## config.mk

```make
export PLATFORM = sky130hd
export DESIGN_NAME = lzss_cmd_fifo
export DESIGN_NICKNAME = d
export VERILOG_FILES = /design/src/rtl/lzss_pkg.sv /design/src/rtl/lzss_cmd_fifo.sv
export SDC_FILE = /design/constraint.sdc
export NUM_CORES = 1
export LEC_CHECK = 0
export ABC_AREA = 1
export BUFFER_PORTS_ARGS = -buffer_cell sky130_fd_sc_hd__buf_2
export CAP_MARGIN = 20
export CORE_AREA = 2 2 134 136
export CTS_BUF_LIST = sky130_fd_sc_hd__clkbuf_4 sky130_fd_sc_hd__clkbuf_8
export DETAILED_ROUTE_END_ITERATION = 6
export DIE_AREA = 0 0 136 138
export GPL_TIMING_DRIVEN = 1
export PLACE_DENSITY_LB_ADDON = 0.05
export SETUP_SLACK_MARGIN = 0.3
export SYNTH_ARGS = -nofsm -noshare
export SYNTH_HDL_FRONTEND = slang
export SYNTH_SLANG_ARGS = --single-unit
```

## constraint.sdc

```tcl
create_clock -name clk -period 7.5 [get_ports clk]
set_input_delay 0.75 -clock clk [delete_from_list [all_inputs] [get_ports clk]]
set_output_delay 0.75 -clock clk [all_outputs]
set_load 0.01 [all_outputs]
```

## src/rtl/lzss_pkg.sv

```systemverilog
// ----------------------------------------------------------------------------
// lzss_pkg
// Types and constants shared by the LZSS decompressor modules.
// ----------------------------------------------------------------------------
package lzss_pkg;

  localparam int DIST_W     = 12;
  localparam int LEN_W      = 5;   // 15 + MIN_MATCH (at most 8) fits
  localparam int COUNT_W    = 24;
  localparam int FIFO_DEPTH = 4;

  // command kinds passed from the parser to the copy engine
  localparam logic [1:0] CMD_LIT   = 2'd0;
  localparam logic [1:0] CMD_MATCH = 2'd1;
  localparam logic [1:0] CMD_CLOSE = 2'd2;

  // frame status codes
  localparam logic [1:0] ST_OK    = 2'd0;
  localparam logic [1:0] ST_TRUNC = 2'd1;
  localparam logic [1:0] ST_OVER  = 2'd2;

  // register map (word index)
  localparam logic REG_MAX_OUT_LEN = 1'b0;
  localparam logic [COUNT_W-1:0] MAX_OUT_LEN_RESET = 24'd65535;

  typedef struct packed {
    logic [1:0]         kind;
    logic [7:0]         data;
    logic [DIST_W-1:0]  distance;
    logic [LEN_W-1:0]   len;
    logic               last;
    logic [1:0]         status;
    logic [COUNT_W-1:0] length;
  } cmd_t;

endpackage

```

## src/rtl/lzss_cmd_fifo.sv

```systemverilog
// ----------------------------------------------------------------------------
// lzss_cmd_fifo
// Short command queue between the parser and the copy engine.
// ----------------------------------------------------------------------------
module lzss_cmd_fifo
  import lzss_pkg::*;
(
  input  logic clk,
  input  logic rst,
  input  logic push,
  input  cmd_t push_cmd,
  output logic full,
  input  logic pop,
  output logic valid,
  output cmd_t head
);

  localparam int PTR_W = $clog2(FIFO_DEPTH);
  localparam int CNT_W = $clog2(FIFO_DEPTH + 1);

  cmd_t             slots [FIFO_DEPTH];
  logic [PTR_W-1:0] wr_ptr;
  logic [PTR_W-1:0] rd_ptr;
  logic [CNT_W-1:0] cnt;

  assign full  = (cnt == CNT_W'(FIFO_DEPTH));
  assign valid = (cnt != '0);
  assign head  = slots[rd_ptr];

  // storage
  always_ff @(posedge clk) begin
    if (push && !full) begin
      slots[wr_ptr] <= push_cmd;
    end
  end

  // pointers and occupancy
  always_ff @(posedge clk) begin
    if (rst) begin
      wr_ptr <= '0;
      rd_ptr <= '0;
      cnt    <= '0;
    end else begin
      if (push && !full) begin
        wr_ptr <= wr_ptr + 1'b1;
      end
      if (pop && valid) begin
        rd_ptr <= rd_ptr + 1'b1;
      end
      case ({push && !full, pop && valid})
        2'b10:   cnt <= cnt + 1'b1;
        2'b01:   cnt <= cnt - 1'b1;
        default: cnt <= cnt;
      endcase
    end
  end

endmodule

```

After elaboration in Yosys (flattened, before gate mapping)
Memory sizes are Yosys's and may differ from the RTL's. A register that Yosys moved wholly into a read port is not among the register bits. Cells that the tools add are included.

Memories: 1. RAM bits: 216. Flip-flop bits (word level): 7. Output and inout bits: 56. Bits of input ports: 58. Word-level logic and storage cells: 21.

$add $sub $neg: 4. Equal/unequal tests: 3. Reductions and logical operators: 5. Multiplexer cells: 5.

Memories: slots (words 4, bits a word 54, read ports 1, clocked after Yosys merged registers in 1, write ports 1, RTL line lzss_cmd_fifo.sv:21) `cmd_t slots [FIFO_DEPTH];`.

Operators with widths (count): case mux 3 bit (2 select lines) (1); adder 2 x 1 -> 2 bit (second input constant) (2); 2-to-1 mux 2 bit (2); adder 3 x 1 -> 3 bit (second input constant) (1); equality test 3 bit (second input constant) (1); nonzero test 3 bit (1); subtractor 3 x 1 -> 3 bit (second input constant) (1); equality test 2 x 1 -> 1 bit (second input constant) (1); equality test 2 bit (second input constant) (1); logical AND 1 bit (2); 2-to-1 mux 1 bit (2); nonzero test 2 bit (1); zero test 1 bit (1).

Depth between registers and ports, before layout
Word-level depth: 5. Depth in mapped cells: 13.

Least setup slack after synthesis
Ideal clock, no wire load.

Path type: in2reg. Start point: in push. End point: mem slots[0][0] (netlist name) (enable). Slack: 3.871 ns. Cell stages on the path: 2. Arrival time: 3.163 ns. Setup time: 0.466 ns. Buffers on the path: 0. Cells stage by stage: nand2_1 nor2_1.

Cells in the longest elaborated chain, start to end: 3.

Ends and longest elaborated chain: start, declared (RTL line lzss_cmd_fifo.sv:10) `input logic push,`; logical AND 1 bit (RTL line lzss_cmd_fifo.sv:32) `if (push && !full) begin`; 2-to-1 mux 1 bit (RTL line lzss_cmd_fifo.sv:32); 2-to-1 mux 1 bit (implied by the code) (RTL line lzss_cmd_fifo.sv:33) `slots[wr_ptr] <= push_cmd;`; end, declared (RTL line lzss_cmd_fifo.sv:21).

No other way between the ends.

==> results by group <==
Clock tree
  – CTS tree: yes
  – Num CTS Buffers: 37
  – Setup bufs post-CTS: 0
  – CTS max path bufs: 3
  – Hold buffers post-CTS: 0
  – Clk slew on worst S/H paths: approximately 0.060 ns
  – PostCTS Resize Cnt: 0
  – # clock sinks: about 230
  – Root buf cell: clkbuf_8
  – H-tree levels: 2
  – Clk_lat worst skew: 0.52 ns

Yosys
  – Synth Instances: 591
  – Main area contributors after synthesis: edfxtp_1 77%, o21ai_0 5.6%, nor2_1 5.2%
  – Flops & latches, synth: 225
  – Synth warn: 0
  – Cell variety after synth: 18
  – Syn_nets: 655
  – Synth Area per Inst: 14.3 sq um
  – Yosys top cell by area: edfxtp_1
  – Sequential area share after synthesis: 0.787
  – Synth Cell Area: between 8000 and 9000 sq um
  – Top cell type's share of synthesized area: 0.766

Layout
  – Area growth syn-to-layout: 17.1%
  – Fillcell total: roughly 1500
  – Nets: 779
  – Core Util, Final: 0.565
  – Layout cells sized above 1: 0.245
  – Design Area, Final: 9910 sq um

Timing
  – Setup violations, final: 0
  – Setup Total Neg Slack: 0 ns
  – Max_slew headroom: 0.316
  – Max-slew violation count: 0
  – Actual slew at the worst max-slew pin: a little over 1 ns
  – Hold_ws: 0.448 ns
  – RSZ-0062 raised after global routing: false
  – Final worst setup slack: 4.11 ns
  – Tmin final: 3.39 ns
  – Clk_skew: 0.0150 ns
  – Final period utilization: 0.452
  – Final Hold Viols: 0
  – Peak Freq: 0.295 GHz

Power
  – Leak: 3.52 nW
  – VDD IR max: 0.200 mV
  – Power Dens Cells: 329 nW/um^2

Worst hold path
  – Worst hold-check path type: primary input to flip-flop
  – HP Start: push_cmd[52]
  – Hold EP: slots[2][52]$_DFFE_PP_
  – Cell count of the worst hold path: 1

Floorplanning
  – Die width: 136 um
  – # IOs: approximately 110
  – Initial Utilization: 0.483
  – Core area: ~18000 sq um
  – Rows: 49
  – Die height: between 100 and 150 um
  – Die area: 18800 sq um

Global route
  – GRT Util Overall: 0.191
  – Global-route wire length before repair: 27.5 mm
  – Largest net degree at the start of global routing: 110
  – Vias in the first global route: 5327
  – Antenna violations before repair: 3
  – Grt ovf: 0

Route
  – Total Wirelength: 17.7 mm
  – Drt drc: 0
  – WL/cell: 18.3 um
  – Vias post-DR: between 5000 and 6000
  – Final ANT Viol Nets: 0
  – Initial DRC Count: 304
  – Drt first pass iters: 4
  – Via-to-Cell Ratio: 5.35

Setup path
  – Req. time, crit path: 6.75 ns
  – CP Data Arrival Time: 2.64 ns
  – Path type of the worst setup path: flip-flop to output port
  – R2r setup slk: 5.10 ns
  – R2R Path Start: cnt[1]$_SDFFE_PP0P_
  – CP Launch Type: flip-flop
  – Worst R2R Path Depth: 5
  – Worst Path Max Fanout: 55
  – Worst R2R End: slots[2][23]$_DFFE_PP_
  – CP Capture Type: output port

Run status
  – Run status: complete, no violations

Placed design
  – Placed wire-length estimate: 9.37 mm
  – Port bufs: around 110
  – Place WS: 4.40 ns
  – DP Area: approximately 9200 sq um
  – Placer congestion estimate: between 0.6 and 0.7

Job
  – MaxCap Viol Count: 0
-- registers in the layout, summed over array words and instances (netlist names), named ones only --
name and count:
slots 216, cnt 3, wr_ptr 2, rd_ptr 2
-- cells by family (layout without fill, tap and decap cells) --
| group | count (synthesis) | count (layout) | synth area share |
|---|---|---|---|
| AO/OA/AOI/OAI | 169 | 169 | 0.108 |
| adder cells (fa/ha/maj) | 6 | 6 | 0.00975 |
| buffers and inverters | 53 | 202 | 0.0330 |
| flip-flops | 225 | 225 | 0.787 |
| other | 0 | 2 | 0 |
| AND/OR/NAND/NOR | 138 | 138 | 0.0619 |
-- per-layer routing --
layer | vias to the layer above | track usage | routed length [um]
met3 | 34 | 0.0550 | 1160
li1 | 2454 | - | -
met2 | 151 | 0.326 | 8840
met5 | - | 0 | 11
met4 | 2 | 0.0713 | 446
met1 | 2549 | 0.229 | 7280
-- cell usage in the layout, fill, tap and decap left out, drive strengths merged, types with 9 or more instances in the layout --
master,instances
dfxtp,9
clkbuf,52
buf,119
inv,19
nor2,118
clkinv,11
edfxtp,216
o21ai,110
nand2,15
o22ai,54
-- cells in the mapped netlist --
cell type  count
nand3_1        5
o21ai_1       15
inv_1         17
nand2_1       15
o21ai_0       95
inv_2          1
dfxtp_1        9
buf_2         20
buf_6          4
ha_1           5
buf_4          3
fa_1           1
o22ai_1       54
nor2_1       118
a21oi_1        5
clkbuf_2       7
inv_6          1
edfxtp_1     216
-- how the worst max path moves through the flow --
stage | from | endpoint | slack, ns | cells past startpoint
after detailed placement | flip-flop | head[46] | 4.40 | 4
after CTS | flip-flop | head[46] | 3.85 | 4
final | flip-flop | head[31] | 4.11 | 5
after global routing | flip-flop | head[24] | 3.85 | 5
after global placement | flip-flop | head[24] | 4.48 | 4
after floorplan | push | slots[0][0]$_DFFE_PP_ | 3.87 | 2
-- worst max-delay path: stages (launching register included) --
cell and delay (ns):
dfxtp_2 0.30, buf_4 0.32, inv_2 0.84, o21ai_0 0.25, o22ai_1 0.23, buf_2 0.17
-- stage by stage --
step                instances  power [mW]
floorplan                 591        2.02
global placement          904        2.28
detailed placement        904        2.30
CTS                       968        3.30
global route              970        3.44
finish                    971        3.26
-- power by group --
| group | switching, mW | leakage (nW) | total, mW | internal (mW) |
|---|---|---|---|---|
| combinational | 0.493 | 1.10 | 0.735 | 0.242 |
| sequential | 0.0407 | 2.06 | 1.54 | 1.50 |
| clock | 0.442 | 0.363 | 0.990 | 0.548 |
| total | 0.975 | 3.52 | 3.26 | 2.29 |
-- final cells by class --
cell class                 count  area [sq um]  area share
sequential                   225          6670       0.673
multi-input combinational    313          1550       0.156
clock buffer                  52           641      0.0646
timing repair buffer         119           631      0.0636
tap                          229           287      0.0289
inverter                      19          76.3     0.00770
clock inverter                12          53.8     0.00543
antenna                        2          5.00    0.000505
Note: power is estimated with default switching activity, not from simulation.
