File: config.mk
export PLATFORM = sky130hd
export DESIGN_NAME = lzss_front
export DESIGN_NICKNAME = d
export VERILOG_FILES = /design/src/rtl/lzss_pkg.sv /design/src/rtl/lzss_front.sv
export SDC_FILE = /design/constraint.sdc
export NUM_CORES = 1
export LEC_CHECK = 0
export BUFFER_PORTS_ARGS = -buffer_cell sky130_fd_sc_hd__clkbuf_2
export CAP_MARGIN = 20
export CORE_MARGIN = 10
export CORE_UTILIZATION = 62
export DETAILED_ROUTE_END_ITERATION = 8
export GPL_TIMING_DRIVEN = 0
export PLACE_DENSITY = 0.95
export SLEW_MARGIN = 20
export SYNTH_ARGS = -nofsm -noshare
export SYNTH_HDL_FRONTEND = slang
export SYNTH_SLANG_ARGS = --single-unit
File: constraint.sdc
create_clock -name clk -period 9.9 [get_ports clk]
set_clock_uncertainty 0.1 [all_clocks]
set_input_delay 1.98 -clock clk [delete_from_list [all_inputs] [get_ports clk]]
set_output_delay 1.98 -clock clk [all_outputs]
set_load 0.005 [all_outputs]
File: src/rtl/lzss_pkg.sv
// ----------------------------------------------------------------------------
// lzss_pkg
// Types and constants shared by the LZSS decompressor modules.
// ----------------------------------------------------------------------------
package lzss_pkg;

  localparam int DIST_W     = 12;
  localparam int LEN_W      = 5;   // 15 + MIN_MATCH (at most 8) fits
  localparam int COUNT_W    = 24;
  localparam int FIFO_DEPTH = 4;

  // command kinds passed from the parser to the copy engine
  localparam logic [1:0] CMD_LIT   = 2'd0;
  localparam logic [1:0] CMD_MATCH = 2'd1;
  localparam logic [1:0] CMD_CLOSE = 2'd2;

  // frame status codes
  localparam logic [1:0] ST_OK    = 2'd0;
  localparam logic [1:0] ST_TRUNC = 2'd1;
  localparam logic [1:0] ST_OVER  = 2'd2;

  // register map (word index)
  localparam logic REG_MAX_OUT_LEN = 1'b0;
  localparam logic [COUNT_W-1:0] MAX_OUT_LEN_RESET = 24'd65535;

  typedef struct packed {
    logic [1:0]         kind;
    logic [7:0]         data;
    logic [DIST_W-1:0]  distance;
    logic [LEN_W-1:0]   len;
    logic               last;
    logic [1:0]         status;
    logic [COUNT_W-1:0] length;
  } cmd_t;

endpackage

File: src/rtl/lzss_front.sv
// ----------------------------------------------------------------------------
// lzss_front
// Token parser: walks control bits, checks the output limit and the frame
// end, and turns each compressed word into at most one copy command.
// ----------------------------------------------------------------------------
module lzss_front
  import lzss_pkg::*;
#(
  parameter int MIN_MATCH = 3
) (
  input  logic               clk,
  input  logic               rst,
  input  logic               in_valid,
  output logic               in_ready,
  input  logic [7:0]         in_byte,
  input  logic               in_last,
  input  logic [COUNT_W-1:0] max_out_len,
  input  logic               fifo_full,
  output logic               push,
  output cmd_t               cmd
);

  localparam logic [1:0] PH_CTRL = 2'd0;
  localparam logic [1:0] PH_OP   = 2'd1;
  localparam logic [1:0] PH_MLOW = 2'd2;

  logic [1:0]         phase, phase_next;
  logic [7:0]         ctrl, ctrl_next;
  logic [2:0]         bit_idx, bit_idx_next;
  logic [7:0]         mhigh, mhigh_next;
  logic [COUNT_W-1:0] count, count_next;
  logic [1:0]         err, err_next;

  logic               take;
  logic [LEN_W-1:0]   mlen;
  logic [COUNT_W:0]   mend;
  logic               emit_cmd;

  assign in_ready = !fifo_full;
  assign take     = in_valid && !fifo_full;
  assign mlen     = {1'b0, mhigh[3:0]} + LEN_W'(MIN_MATCH);
  assign mend     = {1'b0, count} + (COUNT_W+1)'(mlen);

  // parse one word
  always_comb begin
    phase_next   = phase;
    ctrl_next    = ctrl;
    bit_idx_next = bit_idx;
    mhigh_next   = mhigh;
    count_next   = count;
    err_next     = err;
    emit_cmd     = 1'b0;
    cmd.kind     = CMD_CLOSE;
    cmd.data     = in_byte;
    cmd.distance = {mhigh[7:4], in_byte};
    cmd.len      = mlen;
    cmd.last     = in_last;
    cmd.status   = ST_OK;
    cmd.length   = count;

    if (err == ST_OK) begin
      case (phase)
        PH_CTRL: begin
          ctrl_next    = in_byte;
          bit_idx_next = 3'd7;
          phase_next   = PH_OP;
        end
        PH_OP: begin
          if (ctrl[bit_idx]) begin
            if (in_last) begin
              err_next = ST_TRUNC;
            end else begin
              mhigh_next = in_byte;
              phase_next = PH_MLOW;
            end
          end else if (count >= max_out_len) begin
            err_next = ST_OVER;
          end else begin
            emit_cmd   = 1'b1;
            cmd.kind   = CMD_LIT;
            count_next = count + 1'b1;
          end
        end
        default: begin
          if (mend > {1'b0, max_out_len}) begin
            err_next = ST_OVER;
          end else begin
            emit_cmd   = 1'b1;
            cmd.kind   = CMD_MATCH;
            count_next = mend[COUNT_W-1:0];
          end
        end
      endcase
      // operation finished: step to next control bit
      if (emit_cmd) begin
        if (bit_idx == 3'd0) begin
          phase_next   = PH_CTRL;
          bit_idx_next = 3'd7;
        end else begin
          bit_idx_next = bit_idx - 1'b1;
          phase_next   = PH_OP;
        end
      end
    end

    cmd.status = err_next;
    cmd.length = count_next;
    push       = take && (emit_cmd || in_last);

    // frame end: per-frame state back to its start value
    if (in_last) begin
      phase_next   = PH_CTRL;
      ctrl_next    = 8'd0;
      bit_idx_next = 3'd7;
      mhigh_next   = 8'd0;
      count_next   = '0;
      err_next     = ST_OK;
    end
  end

  always_ff @(posedge clk) begin
    if (rst) begin
      phase   <= PH_CTRL;
      ctrl    <= 8'd0;
      bit_idx <= 3'd7;
      mhigh   <= 8'd0;
      count   <= '0;
      err     <= ST_OK;
    end else if (take) begin
      phase   <= phase_next;
      ctrl    <= ctrl_next;
      bit_idx <= bit_idx_next;
      mhigh   <= mhigh_next;
      count   <= count_next;
      err     <= err_next;
    end
  end

endmodule

# ---- After elaboration in Yosys (flattened, before gate mapping)
# Index checks and enable logic that the tools add are counted.
dict set report totals {
  reg_bits 47
  latchBits 0
  ramBits 0
  romBits 0
  memories 0
}
dict set report classes {
  n_addsub 4
  mul 0
  n_div 0
  magnitude_cmp 3
  eq_ne 2
  n_shift 0
  mux 44
  bitwise_logic 0
  reduce_logical 17
}
# cell n
set ops {}
lappend ops {{24-bit two-way mux} 5}
lappend ops {{8-bit two-way mux} 7}
lappend ops {{24-bit case mux with 2 select lines} 1}
lappend ops {{2-bit two-way mux} 14}
lappend ops {{24-bit by 5-bit adder with 25-bit output} 1}
lappend ops {{25-bit by 24-bit > comparator with 1-bit output} 1}
lappend ops {{24-bit by 1-bit adder with 24-bit output, second input constant} 1}
lappend ops {{24-bit >= comparator} 1}
lappend ops {{3-bit two-way mux} 5}
lappend ops {{2-bit case mux with 2 select lines} 3}
lappend ops {{4-bit AND reduction} 2}
lappend ops {{2-bit nonzero test} 4}
lappend ops {{1-bit two-way mux} 7}
lappend ops {{3-bit AND reduction} 2}
lappend ops {{4-bit by 2-bit adder with 5-bit output, second input constant} 1}
lappend ops {{2-bit logical NOT} 2}
lappend ops {{3-bit by 4-bit less-than comparator with 1-bit output, second input constant} 1}
lappend ops {{4-bit != test, second input constant} 1}
lappend ops {{4-bit nonzero test} 1}
lappend ops {{1-bit binary-select mux with 3-bit select} 1}
lappend ops {{3-bit logical NOT} 1}
lappend ops {{3-bit nonzero test} 1}
lappend ops {{3-bit by 1-bit subtractor with 3-bit output, second input constant} 1}
lappend ops {{2-bit by 1-bit == test with 1-bit output, second input constant} 1}
lappend ops {{other kinds (4)} 5}

# ---- Longest topological paths before layout
dict set report depth {
  ltp_word 9
  mapped_depth 22
  ltp_nobuf 21
}

# ---- Worst setup path before layout
# Ideal clock, no wire load.
dict set report synth_timing {
  path_type {flip-flop to output port}
  startpoint {reg mhigh[0]}
  endpoint {out cmd[17] in the netlist's numbering}
  arrival_time_ns 4.280
  required_ns 7.820
  setup_slack_ns 3.540
  path_stages_with_launch 23
  n_path_buf 1
  path_cell_list {dfxtp_1 -> inv_1 -> ha_1 -> inv_1 -> ha_1 -> a21o_1 -> a21oi_1 -> o21bai_1 -> a21oi_1 -> nor2_1 -> nand2_1 -> nor2_1 -> xor2_1 -> ha_1 -> nand3_1 -> nor4_1 -> and3_1 -> a41oi_1 -> nor3_2 -> a32oi_2 -> clkbuf_8 -> nor3_2 -> xor2_1}
}
# element line_no
set synth_rtl {}
lappend synth_rtl {{from (decl)} lzss_front.sv:30} ;# logic [7:0] mhigh, mhigh_next;
lappend synth_rtl {{from (signal assigned)} lzss_front.sv:133} ;# mhigh <= mhigh_next;
lappend synth_rtl {{to (decl)} lzss_front.sv:20} ;# output cmd_t cmd

==> impl_results.md <==
- Post-synth EDFFs: 0
- Top cells by count, synth: 61 x nor2_1, 58 x nand2_1, 57 x ha_1
- Die area: between 10,000 and 15,000 µm²
- GR Overflow Total: 0
- Max FO, Critical Path: 10
- Post-Place Worst Slack: around 2.1 ns
- IO Port Bufs: a little over 90
- Synth warn: 0
- Max Cap Viol: 0
- Leak Pwr: approximately 0.0028 µW
- CP required: between 7 and 8 ns
- Leading area contributor after synthesis: dfxtp_1
- First-pass GRT wire length: between 20,000 and 30,000 µm
- I/O pin count: 93
- Post-cts resize count: 0
- Top delay family on crit path: simple AND/OR/NAND/NOR gates
- Clk buf depth: 2
- Postcts setup bufs: 0
- Starting DRT DRC Count: 439
- CP max-delay cell: nor4_1
- Crit path DAT: between 6 and 7 ns
- Ranking of synthesized cells by area: dfxtp_1 19%, ha_1 14%, xnor2_1 4.9%
- Clk root buf: clkbuf_8
- Initial antenna violation count: 0
- FF+latch count, synth: 47
- Most used cell, CP: ha_1
- Outcome: completed
- WS Path Type: flip-flop to output port
- Synth async-reset ratio: 0%
- CTS clk-pin slew, worst paths: 0.10 ns
- Max incr delay on CP: a little over 0.6 ns
- Via count: around 5,300
- H-tree levels: 2
- Share of cells above drive strength 1: 22.06%
- CP Cell Sequence: inv_1 > ha_1 > inv_1 > ha_1 > a21o_1 > a21oi_1 > o21bai_1 > a21oi_1 > nor2_1 > nand2_1 > nor2_1 > xor2_1 > ha_1 > nand3_1 > nor4_1 > and3_1 > a41oi_1 > nor3_2 > a32oi_2 > clkbuf_8 > nor3_2 > xor2_1 > clkbuf_2
- FP Rows: 32
- TritonCTS clock tree: yes
- Power consumption: between 400 and 500 µW
- Area Overhead vs Synth: 14.01%
- Clock latency on the worst-skew pair: 0.32 ns
- Nature of the critical path endpoint: output port
- Total core area: just under 8000 µm²
- Dpl hpwl: about 12,000 µm
- CTS Hold Bufs: 0
- Die Wd: between 100 and 150 µm
- Via density: 6.348
- Most used DFF post-synth: dfxtp_1
- Placer Congestion: 0.9247
- Syn_nets: about 740
- Finished Cell Area: between 5000 and 6000 µm²
- Fin nets: between 800 and 900
- Post-synth cell types: between 70 and 80
- Avg Inst Size Synth: around 7.8 µm²
- Max Clk Rate: 120.2 MHz
- Mapped cell area: roughly 5000 µm²
- Initial Utilization: 64.16%
- Final slew viol count: 0
- Setup_tns: 0 ns
- RSZ-0062 raised after global routing: no
- DR DRC count: 0
- Sequential area share after synthesis: a little under a fifth
- Antenna-violating nets left: 0
- Global router's overall resource usage: 25.76%
- P per Cell Area: roughly 76 nW/µm²
- Number of global-route vias before repair: 5,408
- Cells after Synth: 640
- Final Hold Fails: 0
- DP Area: about 5600 µm²
- Crit path time final: roughly 8.3 ns
- Setup ws final: between 1.5 and 2 ns
- Synth top area share: a little under a fifth
- CTS buffer count: 5
- Relative slew margins: a little under two fifths
- Largest vdd supply drop: 0.09580 mV
- Pin count of the biggest net entering global routing: 17
- Routed wire length: approximately 16,000 µm
- CP Launch Type: flip-flop
- WL/cell: ~19 µm
- Buffers and inverters on the worst path: 4
- Count leader, synth: nor2_1
- Final setup vio count: 0
- CTS Sinks: 47
- Final Cycle Share: 84.00%
- Ant. Diodes: 0
- First-pass DRT Iterations: 5
- HP Class: flip-flop to flip-flop
- Slew of the pin with the lowest slew margin: between 0.9 and 1 ns
- Die H: around 110 µm
## state kept, by name, indices dropped and copies added, names as in the netlist
signal   cells
mhigh        8
bit_idx      3
count       24
err          2
phase        2
ctrl         8
## worst reg2reg max path: cells and delay by family, from the launching register on
| kind | cells | cell delay, ns |
|---|---|---|
| XOR/XNOR | 1 | 0.15 |
| AO/OA/AOI/OAI | 8 | 1.77 |
| buffers and inverters | 3 | 0.40 |
| adder cells (fa/ha/maj) | 3 | 0.91 |
| flip-flops | 1 | 0.34 |
| AND/OR/NAND/NOR | 7 | 2.31 |
## cells by family (layout without fill, tap and decap cells)
group / count (synthesis) / after routing / synth area share (%)
adder cells (fa/ha/maj): 58 / 58 / 14.71
AO/OA/AOI/OAI: 135 / 135 / 19.16
XOR/XNOR: 43 / 43 / 7.557
AND/OR/NAND/NOR: 238 / 238 / 24.83
multiplexers: 22 / 22 / 5.297
flip-flops: 47 / 47 / 18.88
buffers and inverters: 97 / 196 / 9.566
## placed cells by master (no fill, tap or decap), types with 16 or more instances in the layout
cell and n:
a21oi_1 39, buf_4 24, clkbuf_2 91, dfxtp_1 47, ha_1 57, inv_1 44
mux2i_1 17, nand2_1 58, nand3_1 24, nor2_1 61, nor3_1 16, o21ai_0 20
xnor2_1 28
## stage by stage
stage	std cells	utilization, %	hold WS (ns)
2_1_floorplan	640	-	0.3586
6_report	841	73.15	0.4186
5_1_grt	841	73.15	0.4399
3_5_place_dp	833	71.67	0.3838
3_3_place_gp	833	71.67	0.3735
4_1_cts	841	73.15	0.4099
## area by class of cell
cell class	instances	area [µm²]
flip-flops and latches	47	940.9
well taps	102	127.6
clock buffers	5	68.82
multi-input cells	496	3566
fillers	645	2086
plain buffers	52	307.8
inverters	45	168.9
repair buffers	91	455.4
clock inverters	3	46.29
## worst paths after layout
kind	depth (start not counted)	start	endpoint	slack (ns)
setup reg to reg	22	mhigh[0]$_SDFFE_PP0P_	count[9]$_SDFFE_PP0P_	3.82
hold / removal	2	ctrl[0]$_SDFFE_PP0P_	ctrl[0]$_SDFFE_PP0P_	0.42
setup / recovery	23	mhigh[0]$_SDFFE_PP0P_	cmd[17]	1.58
hold reg to reg	2	ctrl[0]$_SDFFE_PP0P_	ctrl[0]$_SDFFE_PP0P_	0.42
## layer usage
layer | routed length, µm | share of wire [%] | up-vias | track usage [%]
met1 | 5886 | 38 | 2469 | 28.45
met3 | 1501 | 9.6 | 59 | 5.032
met4 | 584 | 3.7 | 0 | 11.62
li1 | - | - | 2473 | -
met2 | 7675 | 49 | 338 | 46.59
met5 | 0 | 0 | - | 0
## where the power goes
group	internal, µW	switching, µW
clock	76.3	78.5
combinational	36.2	49.1
sequential	192	1.94
total	304	130
Note: power is estimated with default switching activity, not from simulation.
